### src/rtl/crp_pkg.sv
`timescale 1ns / 1ps
// shared types, widths and register codes of the row panel packing address generator
package crp_pkg;

  localparam int BlockRowsDef = 8;
  localparam int BlockRowsMax = 64;

  localparam int DimW    = 13;
  localparam int PanelW  = 14;
  localparam int RowIdxW = 14;
  localparam int BaseW   = 20;
  localparam int ColOffW = DimW + $clog2(BlockRowsMax) + 1;
  localparam int CfgIdxW = 3;
  localparam int CfgDataW = 16;

  typedef enum logic {
    OpStart = 1'b0,
    OpStep  = 1'b1
  } op_t;

  typedef enum logic [CfgIdxW-1:0] {
    RegRows        = 3'd0,
    RegCols        = 3'd1,
    RegInputHeight = 3'd2,
    RegStride      = 3'd3,
    RegDilation    = 3'd4,
    RegPadding     = 3'd5,
    RegRowPitch    = 3'd6
  } cfg_reg_t;

  typedef struct packed {
    logic [12:0] rows;
    logic [12:0] cols;
    logic [12:0] input_height;
    logic [4:0]  stride;
    logic [4:0]  dilation;
    logic [3:0]  padding;
    logic [15:0] row_pitch;
  } cfg_t;

  typedef struct packed {
    op_t         operation;
    logic [11:0] start_row;
    logic [3:0]  kernel_row;
  } in_item_t;

  typedef struct packed {
    logic [23:0] dest_index;
    logic [27:0] source_address;
    logic        zero_fill;
    logic        last;
    logic        exhausted;
  } out_item_t;

  // one classified step, handed from the front to the back
  typedef struct packed {
    logic                      exhausted;
    logic                      last;
    logic [PanelW-1:0]         panel_start;
    logic [ColOffW-1:0]        col_off;
    logic [DimW-1:0]           column;
    logic [RowIdxW-1:0]        row_idx;
    logic signed [BaseW-1:0]   base_row;
  } step_t;

endpackage

### src/rtl/crp_fifo.sv
`timescale 1ns / 1ps
// small register queue with full/empty flags
module crp_fifo #(
  parameter type T     = logic,
  parameter int  Depth = 2
) (
  input  logic clk,
  input  logic rst_n,
  input  logic push,
  output logic full,
  input  T     wr_data,
  input  logic pop,
  output logic empty,
  output T     rd_data
);

  localparam int PtrW = (Depth > 1) ? $clog2(Depth) : 1;
  localparam int CntW = $clog2(Depth + 1);

  T              mem_r [Depth];
  logic [PtrW-1:0] wr_ptr_r, rd_ptr_r;
  logic [CntW-1:0] count_r;
  logic          do_push, do_pop;

  assign full    = (count_r == CntW'(Depth));
  assign empty   = (count_r == '0);
  assign do_push = push && !full;
  assign do_pop  = pop && !empty;
  assign rd_data = mem_r[rd_ptr_r];

  always_ff @(posedge clk) begin
    if (!rst_n) begin
      wr_ptr_r <= '0;
      rd_ptr_r <= '0;
      count_r  <= '0;
    end else begin
      if (do_push) begin
        wr_ptr_r <= (wr_ptr_r == PtrW'(Depth - 1)) ? '0 : wr_ptr_r + PtrW'(1);
      end
      if (do_pop) begin
        rd_ptr_r <= (rd_ptr_r == PtrW'(Depth - 1)) ? '0 : rd_ptr_r + PtrW'(1);
      end
      if (do_push && !do_pop) begin
        count_r <= count_r + CntW'(1);
      end else if (do_pop && !do_push) begin
        count_r <= count_r - CntW'(1);
      end
    end
  end

  always_ff @(posedge clk) begin
    if (do_push) begin
      mem_r[wr_ptr_r] <= wr_data;
    end
  end

endmodule

### src/rtl/crp_front.sv
`timescale 1ns / 1ps
// front end: takes start and step items, keeps the job counters, emits step descriptors
module crp_front #(
  parameter int BLOCK_ROWS = crp_pkg::BlockRowsDef
) (
  input  logic              clk,
  input  logic              rst_n,
  input  crp_pkg::cfg_t     cfg,
  input  logic              in_push,
  output logic              in_full,
  input  crp_pkg::in_item_t in_item,
  output logic              q_push,
  input  logic              q_full,
  output crp_pkg::step_t    q_desc
);
  import crp_pkg::*;

  localparam int RipW = $clog2(BLOCK_ROWS + 1);

  logic                    active_r, active_nxt;
  logic [PanelW-1:0]       ps_r, ps_nxt;
  logic [DimW-1:0]         col_r, col_nxt;
  logic [RipW-1:0]         rip_r, rip_nxt;
  logic signed [BaseW-1:0] base_r, base_nxt;

  logic                accept;
  logic [PanelW-1:0]   span;
  logic [PanelW-1:0]   rr;
  logic [RipW-1:0]     rip_inc;
  logic [PanelW-1:0]   col_inc;
  logic [PanelW:0]     ps_inc;
  logic                wrap_row, wrap_col, done;
  logic [BaseW-1:0]    base_calc;

  assign in_full = q_full;
  assign accept  = in_push && !q_full;
  assign q_push  = accept && (in_item.operation == OpStep);

  always_comb begin
    span = PanelW'(cfg.rows) - ps_r;
    // rows left in this panel, at least one even when rows has shrunk below panel_start
    if (PanelW'(cfg.rows) > ps_r) begin
      rr = (span < PanelW'(BLOCK_ROWS)) ? span : PanelW'(BLOCK_ROWS);
    end else begin
      rr = PanelW'(1);
    end
    rip_inc  = rip_r + RipW'(1);
    col_inc  = PanelW'(col_r) + PanelW'(1);
    ps_inc   = (PanelW+1)'(ps_r) + (PanelW+1)'(BLOCK_ROWS);
    wrap_row = (PanelW'(rip_inc) >= rr);
    wrap_col = (col_inc >= PanelW'(cfg.cols));
    done     = (ps_inc >= (PanelW+1)'(cfg.rows));

    base_calc = BaseW'(BaseW'(cfg.stride) * BaseW'(in_item.start_row))
              + BaseW'(BaseW'(cfg.dilation) * BaseW'(in_item.kernel_row))
              - BaseW'(cfg.padding);

    q_desc.exhausted   = !active_r;
    q_desc.last        = active_r && wrap_row && wrap_col && done;
    q_desc.panel_start = ps_r;
    q_desc.col_off     = ColOffW'(col_r) * ColOffW'(BLOCK_ROWS) + ColOffW'(rip_r);
    q_desc.column      = col_r;
    q_desc.row_idx     = RowIdxW'(ps_r) + RowIdxW'(rip_r);
    q_desc.base_row    = base_r;
  end

  always_comb begin
    active_nxt = active_r;
    ps_nxt     = ps_r;
    col_nxt    = col_r;
    rip_nxt    = rip_r;
    base_nxt   = base_r;
    if (accept) begin
      if (in_item.operation == OpStart) begin
        base_nxt   = $signed(base_calc);
        ps_nxt     = '0;
        col_nxt    = '0;
        rip_nxt    = '0;
        active_nxt = (cfg.rows != '0) && (cfg.cols != '0);
      end else if (active_r) begin
        if (wrap_row) begin
          rip_nxt = '0;
          if (wrap_col) begin
            col_nxt = '0;
            if (done) begin
              ps_nxt     = '0;
              active_nxt = 1'b0;
            end else begin
              ps_nxt = ps_inc[PanelW-1:0];
            end
          end else begin
            col_nxt = col_inc[DimW-1:0];
          end
        end else begin
          rip_nxt = rip_inc;
        end
      end
    end
  end

  always_ff @(posedge clk) begin
    if (!rst_n) begin
      active_r <= 1'b0;
      ps_r     <= '0;
      col_r    <= '0;
      rip_r    <= '0;
      base_r   <= '0;
    end else begin
      active_r <= active_nxt;
      ps_r     <= ps_nxt;
      col_r    <= col_nxt;
      rip_r    <= rip_nxt;
      base_r   <= base_nxt;
    end
  end

endmodule

### src/rtl/crp_back.sv
`timescale 1ns / 1ps
// back end: three stage address pipeline from step descriptor to result item
module crp_back (
  input  logic               clk,
  input  logic               rst_n,
  input  crp_pkg::cfg_t      cfg,
  input  logic               q_empty,
  output logic               q_pop,
  input  crp_pkg::step_t     q_desc,
  output logic               o_push,
  input  logic               o_full,
  output crp_pkg::out_item_t o_item
);
  import crp_pkg::*;

  localparam int ProdW = PanelW + DimW;
  localparam int SrowW = 5 + RowIdxW;
  localparam int YW    = BaseW + 1;

  logic en1, en2, en3;
  logic v1_r, v2_r, v3_r;

  // stage 1: panel offset and row step products
  logic [ProdW-1:0]        s1_pprod_r;
  logic [SrowW-1:0]        s1_srow_r;
  logic [ColOffW-1:0]      s1_coloff_r;
  logic [DimW-1:0]         s1_col_r;
  logic signed [BaseW-1:0] s1_base_r;
  logic                    s1_last_r, s1_exh_r;

  // stage 2: destination index, source row and bounds check
  logic [23:0]     s2_dest_r;
  logic [DimW-1:0] s2_y_r;
  logic            s2_zero_r;
  logic [DimW-1:0] s2_col_r;
  logic            s2_last_r, s2_exh_r;

  // stage 3: row times pitch
  logic [28:0]     s3_prod_r;
  logic [23:0]     s3_dest_r;
  logic            s3_zero_r;
  logic [DimW-1:0] s3_col_r;
  logic            s3_last_r, s3_exh_r;

  logic signed [YW-1:0] y;
  logic                 zero;
  logic [28:0]          src_sum;

  assign en3    = !v3_r || !o_full;
  assign en2    = !v2_r || en3;
  assign en1    = !v1_r || en2;
  assign q_pop  = !q_empty && en1;
  assign o_push = v3_r && !o_full;

  always_comb begin
    y    = $signed({s1_base_r[BaseW-1], s1_base_r}) + $signed({2'b00, s1_srow_r});
    zero = y[YW-1] || (y >= $signed({{(YW-DimW){1'b0}}, cfg.input_height}));
    src_sum = s3_prod_r + 29'(s3_col_r);

    o_item.exhausted      = s3_exh_r;
    o_item.dest_index     = s3_exh_r ? '0 : s3_dest_r;
    o_item.zero_fill      = !s3_exh_r && s3_zero_r;
    o_item.last           = !s3_exh_r && s3_last_r;
    o_item.source_address = (s3_exh_r || s3_zero_r) ? '0 : src_sum[27:0];
  end

  always_ff @(posedge clk) begin
    if (!rst_n) begin
      v1_r <= 1'b0;
      v2_r <= 1'b0;
      v3_r <= 1'b0;
    end else begin
      if (en1) v1_r <= !q_empty;
      if (en2) v2_r <= v1_r;
      if (en3) v3_r <= v2_r;
    end
  end

  always_ff @(posedge clk) begin
    if (en1) begin
      s1_pprod_r  <= ProdW'(q_desc.panel_start) * ProdW'(cfg.cols);
      s1_srow_r   <= SrowW'(cfg.stride) * SrowW'(q_desc.row_idx);
      s1_coloff_r <= q_desc.col_off;
      s1_col_r    <= q_desc.column;
      s1_base_r   <= q_desc.base_row;
      s1_last_r   <= q_desc.last;
      s1_exh_r    <= q_desc.exhausted;
    end
    if (en2) begin
      s2_dest_r <= 24'(s1_pprod_r + ProdW'(s1_coloff_r));
      s2_y_r    <= y[DimW-1:0];
      s2_zero_r <= zero;
      s2_col_r  <= s1_col_r;
      s2_last_r <= s1_last_r;
      s2_exh_r  <= s1_exh_r;
    end
    if (en3) begin
      s3_prod_r <= 29'(s2_y_r) * 29'(cfg.row_pitch);
      s3_dest_r <= s2_dest_r;
      s3_zero_r <= s2_zero_r;
      s3_col_r  <= s2_col_r;
      s3_last_r <= s2_last_r;
      s3_exh_r  <= s2_exh_r;
    end
  end

endmodule

### src/rtl/conv_row_panel_pack_addrgen.sv
`timescale 1ns / 1ps
// Row panel packing address generator, top level: config registers, front, queues, back.
// A step item passes the step queue, back end stages s1 to s3 and the result queue to out_item.
// Throughput: one item per cycle while no queue is full; the three stage multiply pipeline
// in the back end sets it. A start item produces no result and is absorbed in the front end.
// Reset (rst_n low, synchronous) drops any job, empties both queues and loads the
// register reset values: rows, cols, input_height, stride, dilation, row_pitch 1, padding 0.
module conv_row_panel_pack_addrgen #(
  parameter int BLOCK_ROWS = crp_pkg::BlockRowsDef
) (
  input  logic                         clk,
  input  logic                         rst_n,
  input  logic                         in_push,
  output logic                         in_full,
  input  crp_pkg::in_item_t            in_item,
  output logic                         out_empty,
  input  logic                         out_pop,
  output crp_pkg::out_item_t           out_item,
  input  logic                         cfg_valid,
  output logic                         cfg_ready,
  input  logic [crp_pkg::CfgIdxW-1:0]  cfg_index,
  input  logic [crp_pkg::CfgDataW-1:0] cfg_data
);
  import crp_pkg::*;

  localparam int QueueDepth = 2;

  cfg_t      cfg_r;
  logic      q_push, q_full, q_pop, q_empty;
  step_t     q_wr, q_rd;
  logic      o_push, o_full;
  out_item_t o_item;

  assign cfg_ready = 1'b1;

  always_ff @(posedge clk) begin
    if (!rst_n) begin
      cfg_r.rows         <= 13'd1;
      cfg_r.cols         <= 13'd1;
      cfg_r.input_height <= 13'd1;
      cfg_r.stride       <= 5'd1;
      cfg_r.dilation     <= 5'd1;
      cfg_r.padding      <= 4'd0;
      cfg_r.row_pitch    <= 16'd1;
    end else if (cfg_valid && cfg_ready) begin
      case (cfg_index)
        RegRows:        cfg_r.rows         <= cfg_data[12:0];
        RegCols:        cfg_r.cols         <= cfg_data[12:0];
        RegInputHeight: cfg_r.input_height <= cfg_data[12:0];
        RegStride:      cfg_r.stride       <= cfg_data[4:0];
        RegDilation:    cfg_r.dilation     <= cfg_data[4:0];
        RegPadding:     cfg_r.padding      <= cfg_data[3:0];
        RegRowPitch:    cfg_r.row_pitch    <= cfg_data;
        default: begin
        end
      endcase
    end
  end

  crp_front #(
    .BLOCK_ROWS(BLOCK_ROWS)
  ) u_front (
    .clk     (clk),
    .rst_n   (rst_n),
    .cfg     (cfg_r),
    .in_push (in_push),
    .in_full (in_full),
    .in_item (in_item),
    .q_push  (q_push),
    .q_full  (q_full),
    .q_desc  (q_wr)
  );

  crp_fifo #(
    .T     (step_t),
    .Depth (QueueDepth)
  ) u_step_q (
    .clk     (clk),
    .rst_n   (rst_n),
    .push    (q_push),
    .full    (q_full),
    .wr_data (q_wr),
    .pop     (q_pop),
    .empty   (q_empty),
    .rd_data (q_rd)
  );

  crp_back u_back (
    .clk     (clk),
    .rst_n   (rst_n),
    .cfg     (cfg_r),
    .q_empty (q_empty),
    .q_pop   (q_pop),
    .q_desc  (q_rd),
    .o_push  (o_push),
    .o_full  (o_full),
    .o_item  (o_item)
  );

  crp_fifo #(
    .T     (out_item_t),
    .Depth (QueueDepth)
  ) u_out_q (
    .clk     (clk),
    .rst_n   (rst_n),
    .push    (o_push),
    .full    (o_full),
    .wr_data (o_item),
    .pop     (out_pop),
    .empty   (out_empty),
    .rd_data (out_item)
  );

endmodule

### config.mk
export PLATFORM = sky130hd
export DESIGN_NAME = conv_row_panel_pack_addrgen
export DESIGN_NICKNAME = d
export VERILOG_FILES = /design/src/rtl/crp_pkg.sv /design/src/rtl/crp_fifo.sv /design/src/rtl/crp_front.sv /design/src/rtl/crp_back.sv /design/src/rtl/conv_row_panel_pack_addrgen.sv
export SDC_FILE = /design/constraint.sdc
export NUM_CORES = 2
export LEC_CHECK = 0
export ABC_AREA = 1
export BUFFER_PORTS_ARGS = -buffer_cell sky130_fd_sc_hd__buf_4
export CAP_MARGIN = 20
export CORE_MARGIN = 4
export CORE_UTILIZATION = 65
export CTS_CLUSTER_SIZE = 12
export DETAILED_ROUTE_END_ITERATION = 10
export GPL_TIMING_DRIVEN = 0
export PLACE_DENSITY = 0.82
export SLEW_MARGIN = 20
export SYNTH_ARGS = -nofsm -noshare
export SYNTH_HDL_FRONTEND = slang
export SYNTH_SLANG_ARGS = --single-unit
export TNS_END_PERCENT = 10
### constraint.sdc
create_clock -name clk -period 7.5 [get_ports clk]
set_input_delay 0.375 -clock clk [delete_from_list [all_inputs] [get_ports clk]]
set_output_delay 0.375 -clock clk [all_outputs]
set_load 0.005 [all_outputs]
== Word level (Yosys, flattened, before mapping) ==
Memory sizes are Yosys's and may differ from the RTL's. A register that Yosys moved wholly into a read port is not among the register bits.
Index checks and enable logic that the tools add are counted.

* Bits in latches: 0
* Bits in writable memories: 270
* Flip-flop bits (word level): 351
* ROM bits: 0
* Word-level logic and storage cells: 175
* Input port bits: 41
* Memories kept: 2

* Add/sub/neg operators: 19
* $lt $le $gt $ge: 6
* $mul: 5
* Bitwise gates (word level): 1
* Eq/ne operators: 11
* Multiplexer cells: 37
* Shift operators: 0
* Divide/modulo/power cells: 0
* Reduce and logical (&&, ||, !) cells: 54

{| class="wikitable"
|+ Memory list
! name !! depth !! width !! rd ports !! clocked after memory_dff !! write ports !! RTL line !! source
|-
| u_step_q.mem_r || 2 || 80 || 1 || 1 || 1 || crp_fifo.sv:20 || <nowiki>T mem_r [Depth];</nowiki>
|-
| u_out_q.mem_r || 2 || 55 || 1 || 1 || 1 || crp_fifo.sv:20 ||
|}

{| class="wikitable"
|+ Operators by type and width
! cell !! number
|-
| 14-bit 2-to-1 mux || 7
|-
| 13-bit 2-to-1 mux || 4
|-
| 28-bit by 13-bit adder with 28-bit output || 1
|-
| 13-bit by 16-bit multiplier with 28-bit output || 1
|-
| 28-bit 2-to-1 mux || 1
|-
| 13-bit nonzero test || 2
|-
| 24-bit by 20-bit adder with 24-bit output || 1
|-
| 14-bit by 13-bit multiplier with 24-bit output || 1
|-
| 24-bit 2-to-1 mux || 1
|-
| 20-bit by 20-bit adder with 21-bit output || 1
|-
| 21-bit by 14-bit greater-or-equal comparator with 1-bit output || 1
|-
| 20-bit by 4-bit subtractor with 20-bit output || 1
|-
| 5-bit by 14-bit multiplier with 19-bit output || 1
|-
| 17-bit by 9-bit adder with 18-bit output || 1
|-
| 1-bit logical AND || 18
|-
| 2-bit AND reduction || 9
|-
| 16-bit by 4-bit adder with 17-bit output || 1
|-
| 5-bit by 12-bit multiplier with 17-bit output || 1
|-
| 1-bit 2-to-1 mux || 17
|-
| 14-bit by 4-bit adder with 15-bit output, second input constant || 1
|-
| 15-bit by 13-bit greater-or-equal comparator with 1-bit output || 1
|-
| 13-bit by 1-bit adder with 14-bit output, second input constant || 1
|-
| 14-bit by 4-bit adder with 14-bit output || 1
|-
| 14-bit by 13-bit greater-or-equal comparator with 1-bit output || 1
|-
| 24 further kinds || 58
|}

== Depth between registers and ports, before layout ==
* Depth in word-level cells: 10
* Gate-level depth with buffers: 30
* Mapped depth without buffers: 28

== Hierarchy ==
A second synthesis with hierarchy kept.

* Cells, all modules: 5065
* Area total of the unflattened synthesis: 47165.2 sq um

{| class="wikitable"
|+ By module, submodules not included
! module !! cells each !! area an instance (sq um) !! instances !! sequential area each (sq um)
|-
| crp_back || 3069 || 25824.8 || 1 || 6636.4
|-
| crp_front || 1086 || 7493.4 || 1 || 960.9
|-
| crp_fifo at u_step_q || 296 || 6580.1 || 1 || 5084.9
|-
| crp_fifo at u_out_q || 209 || 4466.8 || 1 || 3403.3
|-
| conv_row_panel_pack_addrgen || 405 || 2800.2 || 1 || 1381.3
|}

== Least setup slack after synthesis ==
OpenSTA, ideal clock, no wires.

* Path kind: reg-to-reg
* From: register with a tool-made name
* To: register u_back.s1_pprod_r[21], data pin
* Stages on the path, launching flop included: 23
* Setup slack: 1.860 ns
* Data required time: 7.238 ns
* Buffers on the path: 2
* Arrival time: 5.377 ns
* Path through: dfxtp_1 clkbuf_1 clkbuf_1 or2_2 nand2_1 inv_1 nand2_1 fa_1 fa_1 fa_1 inv_1 fa_1 inv_1 fa_1 inv_1 ha_1 nand2_1 nor2_1 inv_1 o21ai_0 a21o_1 a21oi_1 xor2_1

{| class="wikitable"
|+ RTL lines
! item !! RTL line !! source
|-
| end signal, assigned || crp_back.sv:81 || <nowiki>s1_pprod_r <= ProdW'(q_desc.panel_start) * ProdW'(cfg.cols);</nowiki>
|-
| end, declared || crp_back.sv:24 || <nowiki>logic [ProdW-1:0] s1_pprod_r;</nowiki>
|}

==> reports/metrics.csv <==
stage,metric,value,unit
yosys,post-synth design cell area,0.0440,mm2
timing,setup violators final,0,
clock_network,H-tree Lvls,3,
global_route,global-route wire length before repair,169000,um
clock_network,CTS tree,done,
placement,detailed placer's ending HPWL,81100,um
worst_setup_path,WP data required,7.86,ns
clock_network,Clock Tree Buf Depth,3,
worst_setup_path,flop-to-flop setup slack,0.94,ns
timing,worst rel slew slack,29.1,%
global_route,pin count of the biggest net entering global routing,64,
yosys,Adder-Cell Fraction of Synth Area,25.9,%
die,initial standard-cell utilization of the core,65.5,%
outcome,result of the run,"complete, no violations",
timing,Highest Clock Rate,0.152,GHz
power,Static Leakage,23.1,nW
clock_network,number of clock buffers inserted by TritonCTS,67,
die,top-level port count,99,
timing,Final Slew Violations,0,
yosys,synthesized-area fraction occupied by xor and xnor cells,3.28,%
yosys,instance count of the mapped netlist,4721,
yosys,share of cell area taken by muxes after synthesis,1.50,%
drt,Routed Wire Length,105000,um
worst_setup_path,critical path class,flop to flop,
yosys,synthesized flop and latch total,607,
placement,input/output buffers,97,
clock_network,latest clock arrival within the worst-skew pair,0.62,ns
clock_network,library cell used as clock root buffer,clkbuf_16,
finish,share of cells above drive strength 1,7.13,%
yosys,Avg Synthesized Cell Area,9.31,um2
finish,Finished Core Util,72.1,%
timing,Clock Skews,0.0219,ns
power,maximum vdd ir drop,0.000233,V
die,floorplan die height,268,um
drt,drt first pass iters,6,
drt,number of nets with antenna violations after detailed routing,0,
drt,via total after detailed routing,32495,
clock_network,Sinks on Clock Net,607,
clock_network,clock edge transition at the registers on the reported setup and hold paths,0.06,ns
power,Pwr Density,319,mW/mm2
timing,setup repair after global routing missed its margin,false,
placement,final weighted congestion of routability-driven global placement,0.977,
yosys,combinational family with the most area after synthesis,adder cells,
drt,drt drc,0,
yosys,number of synthesis warnings,0,
timing,pin slew with the least headroom to its limit,1.06,ns
worst_setup_path,arrival time worst endpoint,6.92,ns
global_route,global-route usage over all layers,29.8,%
timing,final worst setup slack,0.936,ns
timing,hold violation total from the final report,0,
timing,setup total negative slack,0,ns
worst_setup_path,CP Capture Type,flop,
yosys,number of enable flip-flop cells after synthesis,476,
die,core region area,0.0672,mm2
drt,vias per cell,5.54,
worst_setup_path,highest net fanout along the worst path,10,
yosys,sequential cell area fraction in the yosys report,38.5,%
placement,Place WS,0.945,ns
die,die width,268,um
drt,post-detailed-route wirelength per cell,17.9,um
die,number of standard-cell rows in the floorplan,95,
flow_run,total of max-cap violations,0,
worst_setup_path,type of origin of the critical path,flop,
finish,signed area change from the synthesized netlist to the final layout,10.1,%
global_route,total global routing overflow,0,
global_route,vias in the first global route,32880,
timing,shortest clock period the worst path allows after layout,6.56,ns
yosys,"basic-gate share of the synthesized area counting and, or, nand and nor cells",15.3,%
worst_hold_path,Hold WC Path Type,input port to flop,
yosys,compound-cell area share of the yosys netlist,6.53,%
clock_network,buffers inserted during post-CTS setup optimization,0,
die,full die area,0.0719,mm2
global_route,initial antenna violation count,2,
drt,DR iter-0 viols,2918,
yosys,number of unique standard cell types used by synthesis,56,
yosys,async set-or-reset flop fraction in the synthesized netlist,0,%
timing,period utilization,87.5,%
yosys,dominant register cell in the synthesized netlist,edfxtp_1,
finish,final-stage net count,5672,
[flip-flops by register name, summed over array words and instances, names as in the netlist, 13 cells and up, named ones only]
name / flops
u_back.s1_pprod_r: 24
u_out_q.mem_r: 110
u_back.s2_col_r: 13
u_back.s3_prod_r: 28
u_step_q.mem_r: 150
u_back.s1_srow_r: 19
u_back.s3_dest_r: 24
u_front.base_r: 20
u_back.s1_coloff_r: 17
u_back.s3_col_r: 13
u_back.s1_base_r: 20
u_back.s1_col_r: 13
cfg_r: 69
u_back.s2_dest_r: 24
u_front.col_r: 13
u_back.s2_y_r: 13
[path summary, 6_finish.rpt]
kind	endpoint	cells after the start	from
setup / recovery	u_back.s1_pprod_r[21]	22	flop
hold / removal	cfg_r[9]	3	cfg_data[9]
setup reg to reg	u_back.s1_pprod_r[21]	22	flop
hold reg to reg	u_back.s3_dest_r[21]	0	u_back.s2_dest_r[21]
[layout by cell type, fill, tap and decap left out, types with 9 or more instances in the layout]
cell type    n
nand2_1    996
inv_1      899
edfxtp_1   476
nor2_1     379
fa_1       373
ha_1       315
a21oi_1    228
o21ai_0    179
clkbuf_1   135
dfxtp_1    131
nand3_1    119
xor2_1     115
buf_4       98
clkbuf_16   69
mux2_2      55
xnor2_1     48
nand4_1     47
conb_1      42
or2_2       36
nor3_1      27
o21a_1      16
a31oi_1     15
clkinv_1    15
a21o_1      13
o21bai_1    12
clkinv_2    12
nor4_1      11
o21ai_2     11
o211ai_1    10
nor2_4       9
[cells by family (layout without fill, tap and decap cells)]
family                   Yosys count  count (layout)
multiplexers                      59              59
other                              2              44
flip-flops                       607             607
adder cells (fa/ha/maj)          688             688
XOR/XNOR                         164             164
buffers and inverters           1043            1272
AO/OA/AOI/OAI                    512             512
AND/OR/NAND/NOR                 1646            1646
[synth_stat cells, types with 7 or more instances]
| library cell | instances | area share, % |
|---|---|---|
| inv_1 | 902 | 7.7 |
| a21oi_1 | 228 | 2.6 |
| a21o_1 | 13 | 0.22 |
| fa_1 | 373 | 17 |
| mux2_2 | 55 | 1.4 |
| nand4_1 | 47 | 0.67 |
| o22ai_2 | 7 | 0.20 |
| clkbuf_1 | 118 | 1.0 |
| edfxtp_1 | 476 | 33 |
| nor3_1 | 27 | 0.31 |
| xor2_1 | 115 | 2.3 |
| clkinv_1 | 9 | 0.077 |
| nand3_1 | 119 | 1.4 |
| o21ai_0 | 179 | 2.0 |
| o21a_1 | 16 | 0.27 |
| o21bai_1 | 12 | 0.20 |
| dfxtp_1 | 131 | 6.0 |
| nor2_1 | 383 | 3.3 |
| nor4_1 | 11 | 0.16 |
| o21ai_2 | 11 | 0.22 |
| or2_2 | 36 | 0.51 |
| ha_1 | 315 | 9.0 |
| a31oi_1 | 15 | 0.21 |
| nand2_1 | 996 | 8.5 |
| o211ai_1 | 10 | 0.17 |
| xnor2_1 | 48 | 0.96 |
[repair_timing]
item,in CTS,in global routing
gates resized for setup,0,0
hold endpoints to repair,3,0
hold buffers,3,0
[layout make-up]
class,instances,area (um2)
diodes,2,5.00
plain buffers,128,513
clock buffers,87,1800
clock inverters,29,277
fillers,4762,18700
inverters,915,3440
multi-input cells,3111,23300
flip-flops and latches,607,16900
well taps,873,1090
repair buffers,113,1080
[stage by stage]
step           power, W  instances  instance area, um2  hold WS (ns)
2_1_floorplan    0.0102       4761               44100         0.400
3_3_place_gp     0.0119       5731               45900         0.401
3_5_place_dp     0.0122       5744               46300         0.405
4_1_cts          0.0154       5863               48400        0.0979
5_1_grt          0.0166       5863               48400         0.119
6_report         0.0155       5865               48400         0.130
[power by group]
part / total [W] / switching [W] / internal [W]
Clock: 0.00313 / 0.00135 / 0.00179
Sequential: 0.00498 / 0.000315 / 0.00467
Combinational: 0.00735 / 0.00469 / 0.00266
[per-layer routing]
| metal | track usage [%] | vias to the layer above | part of all wire (%) |
|---|---|---|---|
| li1 | - | 15374 | - |
| met1 | 38.5 | 15607 | 39 |
| met2 | 51.1 | 1254 | 49 |
| met3 | 5.59 | 258 | 8.3 |
| met4 | 10.5 | 2 | 3.8 |
| met5 | 0 | - | 0.015 |
[critical path, cell delays in order (launching register included)]
cell      delay (ns)
dfxtp_1         0.39
clkbuf_1        0.35
clkbuf_1        0.49
or2_2           0.21
nand2_1         0.18
inv_1           0.29
nand2_1         0.12
fa_1            0.52
fa_1            0.52
fa_1            0.56
inv_1           0.06
fa_1            0.52
inv_1           0.06
fa_1            0.55
inv_1           0.05
ha_1            0.35
nand2_1         0.11
nor2_1          0.21
inv_1           0.05
o21ai_0         0.31
a21o_1          0.20
a21oi_1         0.08
xor2_1          0.14
No activity file was read; power rests on OpenSTA's default activity.
